[src/hw/rtl/soda_pkg.sv]
`timescale 1ns / 1ps

package soda_pkg;

  localparam int OP_BITS = 2;

  typedef enum logic [OP_BITS-1:0] {
    OP_CIRCLE     = 2'd0,
    OP_BOX        = 2'd1,
    OP_CIRCLE_BOX = 2'd2
  } op_e;

endpackage

[src/hw/rtl/soda_sqrt_cell.sv]
`timescale 1ns / 1ps

module soda_sqrt_cell #(
  parameter int ROOT_W = 17,
  parameter int RAD_W  = 34,
  parameter int SIDE_W = 19
) (
  input  logic                     clk_i,
  input  logic                     rst_ni,
  input  logic                     valid_i,
  output logic                     ready_o,
  input  logic [ROOT_W+1:0]        rem_i,
  input  logic [ROOT_W-1:0]        root_i,
  input  logic [RAD_W-1:0]         rad_i,
  input  logic signed [SIDE_W-1:0] side_i,
  output logic                     valid_o,
  input  logic                     ready_i,
  output logic [ROOT_W+1:0]        rem_o,
  output logic [ROOT_W-1:0]        root_o,
  output logic [RAD_W-1:0]         rad_o,
  output logic signed [SIDE_W-1:0] side_o
);

  localparam int REM_W = ROOT_W + 2;

  logic                     valid_q;
  logic [REM_W-1:0]         rem_q, rem_d;
  logic [ROOT_W-1:0]        root_q, root_d;
  logic [RAD_W-1:0]         rad_q, rad_d;
  logic signed [SIDE_W-1:0] side_q;
  logic [REM_W+1:0]         rem_n;
  logic [REM_W+1:0]         trial;
  logic                     load;

  assign ready_o = !valid_q || ready_i;
  assign load    = ready_o;

  // one root bit per cell
  always_comb begin
    rem_n = {rem_i, rad_i[RAD_W-1 -: 2]};
    trial = (REM_W + 2)'({root_i, 2'b01});
    if (rem_n >= trial) begin
      rem_d  = REM_W'(rem_n - trial);
      root_d = {root_i[ROOT_W-2:0], 1'b1};
    end else begin
      rem_d  = REM_W'(rem_n);
      root_d = {root_i[ROOT_W-2:0], 1'b0};
    end
    rad_d = {rad_i[RAD_W-3:0], 2'b00};
  end

  always_ff @(posedge clk_i or negedge rst_ni) begin
    if (!rst_ni) begin
      valid_q <= 1'b0;
    end else if (load) begin
      valid_q <= valid_i;
    end
  end

  always_ff @(posedge clk_i) begin
    if (load) begin
      rem_q  <= rem_d;
      root_q <= root_d;
      rad_q  <= rad_d;
      side_q <= side_i;
    end
  end

  assign valid_o = valid_q;
  assign rem_o   = rem_q;
  assign root_o  = root_q;
  assign rad_o   = rad_q;
  assign side_o  = side_q;

endmodule

[src/hw/rtl/soda_front.sv]
`timescale 1ns / 1ps

module soda_front #(
  parameter int COORD_BITS = 16
) (
  input  logic                          clk_i,
  input  logic                          rst_ni,
  input  logic                          in_valid_i,
  output logic                          in_stall_o,
  input  logic [soda_pkg::OP_BITS-1:0]  operation_i,
  input  logic signed [COORD_BITS-1:0]  a_x_i,
  input  logic signed [COORD_BITS-1:0]  a_y_i,
  input  logic [COORD_BITS-2:0]         a_extent_x_i,
  input  logic [COORD_BITS-2:0]         a_extent_y_i,
  input  logic signed [COORD_BITS-1:0]  b_x_i,
  input  logic signed [COORD_BITS-1:0]  b_y_i,
  input  logic [COORD_BITS-2:0]         b_extent_x_i,
  input  logic [COORD_BITS-2:0]         b_extent_y_i,
  output logic                          valid_o,
  input  logic                          ready_i,
  output logic [2*COORD_BITS:0]         sum_o,
  output logic signed [COORD_BITS+2:0]  base_o
);

  import soda_pkg::*;

  localparam int CW = COORD_BITS;
  localparam int DW = CW + 3;
  localparam int SW = 2 * CW;

  logic signed [DW-1:0] ax, ay, bx, by, aex, aey, bex, bey;
  logic signed [DW-1:0] dx, dy, adx, ady;
  logic signed [DW-1:0] hi_x, lo_x, hi_y, lo_y, cbx, cby;
  logic signed [DW-1:0] ox1, ox2, oy1, oy2, ox, oy;
  logic [CW-1:0]        mx_d, my_d;
  logic signed [DW-1:0] base_d;

  logic                 v1_q, v2_q, v3_q;
  logic                 r1, r2, r3;
  logic [CW-1:0]        mx_q, my_q;
  logic signed [DW-1:0] base1_q, base2_q, base3_q;
  logic [SW-1:0]        sqx_q, sqy_q;
  logic [SW:0]          sum_q;

  assign ax  = DW'(a_x_i);
  assign ay  = DW'(a_y_i);
  assign bx  = DW'(b_x_i);
  assign by  = DW'(b_y_i);
  assign aex = signed'(DW'(a_extent_x_i));
  assign aey = signed'(DW'(a_extent_y_i));
  assign bex = signed'(DW'(b_extent_x_i));
  assign bey = signed'(DW'(b_extent_y_i));

  always_comb begin
    dx   = ax - bx;
    dy   = ay - by;
    adx  = dx[DW-1] ? -dx : dx;
    ady  = dy[DW-1] ? -dy : dy;
    hi_x = bx + bex;
    lo_x = bx - bex;
    hi_y = by + bey;
    lo_y = by - bey;
    // per-axis distance from the circle centre to the nearest box point
    if (ax > hi_x) begin
      cbx = ax - hi_x;
    end else if (ax < lo_x) begin
      cbx = lo_x - ax;
    end else begin
      cbx = '0;
    end
    if (ay > hi_y) begin
      cby = ay - hi_y;
    end else if (ay < lo_y) begin
      cby = lo_y - ay;
    end else begin
      cby = '0;
    end
    ox1 = (ax + aex) - lo_x;
    ox2 = hi_x - (ax - aex);
    oy1 = (ay + aey) - lo_y;
    oy2 = hi_y - (ay - aey);
    ox  = (ox1 < ox2) ? ox1 : ox2;
    oy  = (oy1 < oy2) ? oy1 : oy2;
    unique case (operation_i)
      OP_CIRCLE: begin
        mx_d   = adx[CW-1:0];
        my_d   = ady[CW-1:0];
        base_d = aex + bex;
      end
      OP_BOX: begin
        mx_d   = '0;
        my_d   = '0;
        base_d = (ox < oy) ? ox : oy;
      end
      OP_CIRCLE_BOX: begin
        mx_d   = cbx[CW-1:0];
        my_d   = cby[CW-1:0];
        base_d = aex;
      end
      default: begin
        mx_d   = '0;
        my_d   = '0;
        base_d = '0;
      end
    endcase
  end

  assign r3 = !v3_q || ready_i;
  assign r2 = !v2_q || r3;
  assign r1 = !v1_q || r2;
  assign in_stall_o = !r1;

  always_ff @(posedge clk_i or negedge rst_ni) begin
    if (!rst_ni) begin
      v1_q <= 1'b0;
      v2_q <= 1'b0;
      v3_q <= 1'b0;
    end else begin
      if (r1) begin
        v1_q <= in_valid_i;
      end
      if (r2) begin
        v2_q <= v1_q;
      end
      if (r3) begin
        v3_q <= v2_q;
      end
    end
  end

  always_ff @(posedge clk_i) begin
    if (r1) begin
      mx_q    <= mx_d;
      my_q    <= my_d;
      base1_q <= base_d;
    end
    if (r2) begin
      sqx_q   <= SW'(mx_q * mx_q);
      sqy_q   <= SW'(my_q * my_q);
      base2_q <= base1_q;
    end
    if (r3) begin
      sum_q   <= (SW + 1)'(sqx_q) + (SW + 1)'(sqy_q);
      base3_q <= base2_q;
    end
  end

  assign valid_o = v3_q;
  assign sum_o   = sum_q;
  assign base_o  = base3_q;

endmodule

[src/hw/rtl/shape_overlap_depth_top.sv]
`timescale 1ns / 1ps
// stages from input transfer to result: three front stages,
// one square root cell per root bit, one output register
// throughput: one shape pair per cycle, each stage advances when its successor frees
// reset: asynchronous, clears all stage valid bits; the pipeline comes up empty
// a stalled output holds its result while empty stages upstream still take transfers

module shape_overlap_depth_top #(
  parameter int COORD_BITS = 16
) (
  input  logic                          clk_i,
  input  logic                          rst_ni,
  input  logic                          in_valid_i,
  output logic                          in_stall_o,
  input  logic [soda_pkg::OP_BITS-1:0]  operation_i,
  input  logic signed [COORD_BITS-1:0]  a_x_i,
  input  logic signed [COORD_BITS-1:0]  a_y_i,
  input  logic [COORD_BITS-2:0]         a_extent_x_i,
  input  logic [COORD_BITS-2:0]         a_extent_y_i,
  input  logic signed [COORD_BITS-1:0]  b_x_i,
  input  logic signed [COORD_BITS-1:0]  b_y_i,
  input  logic [COORD_BITS-2:0]         b_extent_x_i,
  input  logic [COORD_BITS-2:0]         b_extent_y_i,
  output logic                          out_valid_o,
  input  logic                          out_stall_i,
  output logic signed [COORD_BITS+2:0]  depth_o,
  output logic                          overlapping_o
);

  import soda_pkg::*;

  localparam int CW     = COORD_BITS;
  localparam int DW     = CW + 3;
  localparam int ROOT_W = CW + 1;
  localparam int RAD_W  = 2 * CW + 2;
  localparam int REM_W  = ROOT_W + 2;
  localparam int NCELL  = ROOT_W;

  logic                 valid_c [0:NCELL];
  logic                 ready_c [0:NCELL];
  logic [REM_W-1:0]     rem_c   [0:NCELL];
  logic [ROOT_W-1:0]    root_c  [0:NCELL];
  logic [RAD_W-1:0]     rad_c   [0:NCELL];
  logic signed [DW-1:0] side_c  [0:NCELL];
  logic [2*CW:0]        sum;

  logic                 out_valid_q;
  logic signed [DW-1:0] depth_q, depth_d;
  logic                 ovl_q;
  logic                 out_load;

  soda_front #(
    .COORD_BITS(COORD_BITS)
  ) u_front (
    .clk_i       (clk_i),
    .rst_ni      (rst_ni),
    .in_valid_i  (in_valid_i),
    .in_stall_o  (in_stall_o),
    .operation_i (operation_i),
    .a_x_i       (a_x_i),
    .a_y_i       (a_y_i),
    .a_extent_x_i(a_extent_x_i),
    .a_extent_y_i(a_extent_y_i),
    .b_x_i       (b_x_i),
    .b_y_i       (b_y_i),
    .b_extent_x_i(b_extent_x_i),
    .b_extent_y_i(b_extent_y_i),
    .valid_o     (valid_c[0]),
    .ready_i     (ready_c[0]),
    .sum_o       (sum),
    .base_o      (side_c[0])
  );

  assign rem_c[0]  = '0;
  assign root_c[0] = '0;
  assign rad_c[0]  = RAD_W'(sum);

  for (genvar k = 0; k < NCELL; k++) begin : g_cell
    soda_sqrt_cell #(
      .ROOT_W(ROOT_W),
      .RAD_W (RAD_W),
      .SIDE_W(DW)
    ) u_cell (
      .clk_i  (clk_i),
      .rst_ni (rst_ni),
      .valid_i(valid_c[k]),
      .ready_o(ready_c[k]),
      .rem_i  (rem_c[k]),
      .root_i (root_c[k]),
      .rad_i  (rad_c[k]),
      .side_i (side_c[k]),
      .valid_o(valid_c[k+1]),
      .ready_i(ready_c[k+1]),
      .rem_o  (rem_c[k+1]),
      .root_o (root_c[k+1]),
      .rad_o  (rad_c[k+1]),
      .side_o (side_c[k+1])
    );
  end

  assign out_load       = !out_valid_q || !out_stall_i;
  assign ready_c[NCELL] = out_load;
  assign depth_d        = side_c[NCELL] - signed'(DW'(root_c[NCELL]));

  always_ff @(posedge clk_i or negedge rst_ni) begin
    if (!rst_ni) begin
      out_valid_q <= 1'b0;
    end else if (out_load) begin
      out_valid_q <= valid_c[NCELL];
    end
  end

  always_ff @(posedge clk_i) begin
    if (out_load) begin
      depth_q <= depth_d;
      ovl_q   <= (depth_d > 0);
    end
  end

  assign out_valid_o   = out_valid_q;
  assign depth_o       = depth_q;
  assign overlapping_o = ovl_q;

endmodule

[config.mk]
export PLATFORM = sky130hd
export DESIGN_NAME = shape_overlap_depth_top
export DESIGN_NICKNAME = d
export VERILOG_FILES = /design/src/hw/rtl/soda_pkg.sv /design/src/hw/rtl/soda_sqrt_cell.sv /design/src/hw/rtl/soda_front.sv /design/src/hw/rtl/shape_overlap_depth_top.sv
export SDC_FILE = /design/constraint.sdc
export NUM_CORES = 2
export LEC_CHECK = 0
export BUFFER_PORTS_ARGS = -buffer_cell sky130_fd_sc_hd__buf_4
export CORE_ASPECT_RATIO = 0.9
export CORE_UTILIZATION = 50
export CTS_BUF_LIST = sky130_fd_sc_hd__clkbuf_2 sky130_fd_sc_hd__clkbuf_4 sky130_fd_sc_hd__clkbuf_8
export DETAILED_ROUTE_END_ITERATION = 10
export GPL_TIMING_DRIVEN = 0
export MAX_ROUTING_LAYER = met4
export PLACE_DENSITY = 0.66
export SYNTH_ARGS = -nofsm -noshare
export SYNTH_HDL_FRONTEND = slang
export SYNTH_SLANG_ARGS = --single-unit
[constraint.sdc]
create_clock -name clk_i -period 19.5 [get_ports clk_i]
set_input_delay 3.9 -clock clk_i [delete_from_list [all_inputs] [get_ports clk_i]]
set_output_delay 3.9 -clock clk_i [all_outputs]
set_load 0.02 [all_outputs]
==> metrics <==
# clock sinks 1224; post-synthesis sequential area ratio 46.6%; gr ovfl total 0; Worst Hold Depth 0; drt pass-1 iters 6; 1st-iter DRT viols 3358; CTS tree built; Critical Path AT 14.09 ns; area of the mapped netlist 78600 sq um; cts repair resizes 0; Max Transition Viols Final 0; HP Start g_cell[5].u_cell.rad_o[21]$_DFFE_PP_; Fill cells 13200; Core Area 155000 sq um; CP max stage delay 0.60 ns; vias in the first global route 51000; FF-to-FF setup slack 11.97 ns; Inst Count DP 9078; Yosys warning count 0; clk_lat worst skew 0.90 ns; DR vias/cell 5.37; Syn Area/Cell 11.5 sq um; minimum clock period 13.39 ns; DR WL/cell 18.9 um; count leader, synth edfxtp_1; post-synth top area share 45.9%; Fmax 74.7 MHz; Area Overhead vs Synth 10.1%; worst-margin pin slew 1.37 ns; Final Hold Fails 0; first-pass GRT wire length 280 mm; worst slack at placement 5.56 ns; port buffer count 149; Worst path most repeated cell ha_1; CP max-delay cell nor3_1; fin crit share 68.7%; Final Non-Filler Cells 9427; Hold Crit Class register to register; std cell rows 137; die span in x 420 um; Total Die Area 159000 sq um; GRT Overall Usage 23.5%; largest net degree at the start of global routing 68; CTS Buf Count 183; Cells after Synth 6830; H-Tree Depth 4; hold buffers post-CTS 0; Worst Hold Path EP g_cell[6].u_cell.rad_o[23]$_DFFE_PP_; DIE HEIGHT 378 um; Post-CTS Setup Repair Bufs 0; Post-synth top cells 1203 x edfxtp_1, 940 x inv_1, 745 x ha_1, 426 x nor2_1, 411 x nand2_1; final total power 13400 uW; total negative setup slack 0 ns; initial core utilization 50.6%; status completed; post-synthesis cell type count 84; CP Max Fanout 10; Crit path required time 20.20 ns; Setup crit start kind input pin; Yosys top cell by area edfxtp_1; Worst R2R Start u_front.mx_q[1]$_DFFE_PN_; DR vias 50600; Boundary Pins 152; R2R Path End u_front.sqx_q[30]$_DFFE_PP_; Post-synth EDFFs 1203; leakage 0.0390 uW; root buffer cell clkbuf_8; r2r worst-path depth 25; Top FF cell, synth edfxtp_1; total power per unit cell area 155 nW/um^2; antenna violations before repair 9; layout cells sized above 1 7.58%; drt drc 0; Placer Congestion 0.954; Peak supply drop 202 uV; fraction of registers with async set/reset 1.72%; critical path capture point type register; final-report setup violation count 0; ANT nets after route 0; Seq cells post-synth 1224; Clock Pin Slew Worst Setup and Hold Paths 0.06 ns; HPWL Detailed 143 mm; critical path type input pin to register; RSZ-0062 raised after global routing false; Slew HR 8.95%; Final Skew 0.0608 ns; Final WS setup 6.11 ns; Post-Route WL 179 mm; nets 8455; synth top area cells edfxtp_1 46%, ha_1 12%, fa_1 10%, inv_1 4.5%, xnor2_1 3.9%; CTS Buffer Depth 3; max_cap viols 0; Post-Syn Nets 8107
==> logic make-up (layout without fill, tap and decap cells) <==
family / count (synthesis) / after routing / share of synthesized area (%)
muxes: 37 / 37 / 0.511
DFF: 1224 / 1224 / 46.6
other: 1 / 11 / 0.00477
xor gates and xnor gates: 509 / 509 / 5.67
adders and majority gates: 1147 / 1147 / 22.1
AOI/OAI and AO/OA: 1231 / 1231 / 10.0
buffers and inverters: 1046 / 1548 / 5.00
and+or+nand+nor: 1635 / 1635 / 10.1
==> per-layer routing <==
layer / routed length [um] / up-vias / GRT usage (%)
li1: - / 24600 / -
met4: 5530 / 0 / 7.75
met5: 0 / - / -
met3: 8480 / 282 / 3.35
met1: 79900 / 24500 / 30.7
met2: 84700 / 1145 / 37.8
==> worst max-delay path, delay by kind of cell <==
family	cells	cell delay, ns
mux	1	0.24
compound gates	19	4.53
simple gates	12	2.20
xor+xnor	2	0.43
buf+inv	4	0.66
fa+ha+maj	6	2.12
==> where the power goes <==
| group | total (uW) | switching [uW] | internal, uW |
|---|---|---|---|
| sequential | 4940 | 511 | 4430 |
| combinational | 6330 | 3720 | 2610 |
| clock | 2130 | 999 | 1130 |
==> final cells by class <==
type	instances	area (sq um)	share of cell area, %
repair buffers	163	1440	1.67
clock inverters	83	671	0.775
diodes	10	25.0	0.0289
plain buffers	105	397	0.458
flip-flops and latches	1224	36700	42.3
multi-input cells	4560	38100	44.1
inverters	941	3530	4.08
clock buffers	256	3110	3.59
well taps	2085	2610	3.01
==> registers in the layout, indices dropped and copies added (netlist names), 16 cells and up <==
name	flops
g_cell.u_cell.rem_o	271
u_front.base1_q	18
g_cell.u_cell.rad_o	272
u_front.mx_q	16
u_front.base_o	18
u_front.sqx_q	31
u_front.sqy_q	31
depth_o	19
g_cell.u_cell.valid_o	17
u_front.my_q	16
g_cell.u_cell.root_o	153
u_front.sum_o	33
u_front.base2_q	18
g_cell.u_cell.side_o	306
==> how the worst max path moves through the flow <==
stage / endpoint / slack [ns] / from
after detailed placement: u_front.base1_q[11]$_DFFE_PN_ / 5.56 / b_y_i[0]
after CTS: u_front.base1_q[11]$_DFFE_PN_ / 6.48 / b_y_i[0]
after global placement: in_stall_o / 2.17 / out_stall_i
after floorplan: in_stall_o / 5.72 / out_stall_i
after global routing: u_front.base1_q[11]$_DFFE_PN_ / 5.50 / b_y_i[0]
final: u_front.base1_q[10]$_DFFE_PN_ / 6.11 / b_y_i[0]
==> stage by stage <==
stage | util, % | cell area (sq um) | hold slack (ns)
finish | 55.7 | 86600 | 0.388
global route | 55.7 | 86600 | 0.405
floorplan | - | 78600 | 0.400
detailed placement | 53.2 | 82800 | 0.405
global placement | 53.0 | 82300 | 0.400
CTS | 55.7 | 86600 | 0.388
==> cell usage in the layout, fill, tap and decap left out, types with 133 or more instances in the layout <==
cell and count:
a21oi_1 365, buf_4 149, clkbuf_8 190, edfxtp_1 1203
fa_1 402, ha_1 745, inv_1 932, nand2_1 404
nor2_1 426, nor3_1 133, o21ai_0 274, xnor2_1 348
xor2_1 161
(Power assumes the default switching activity.)
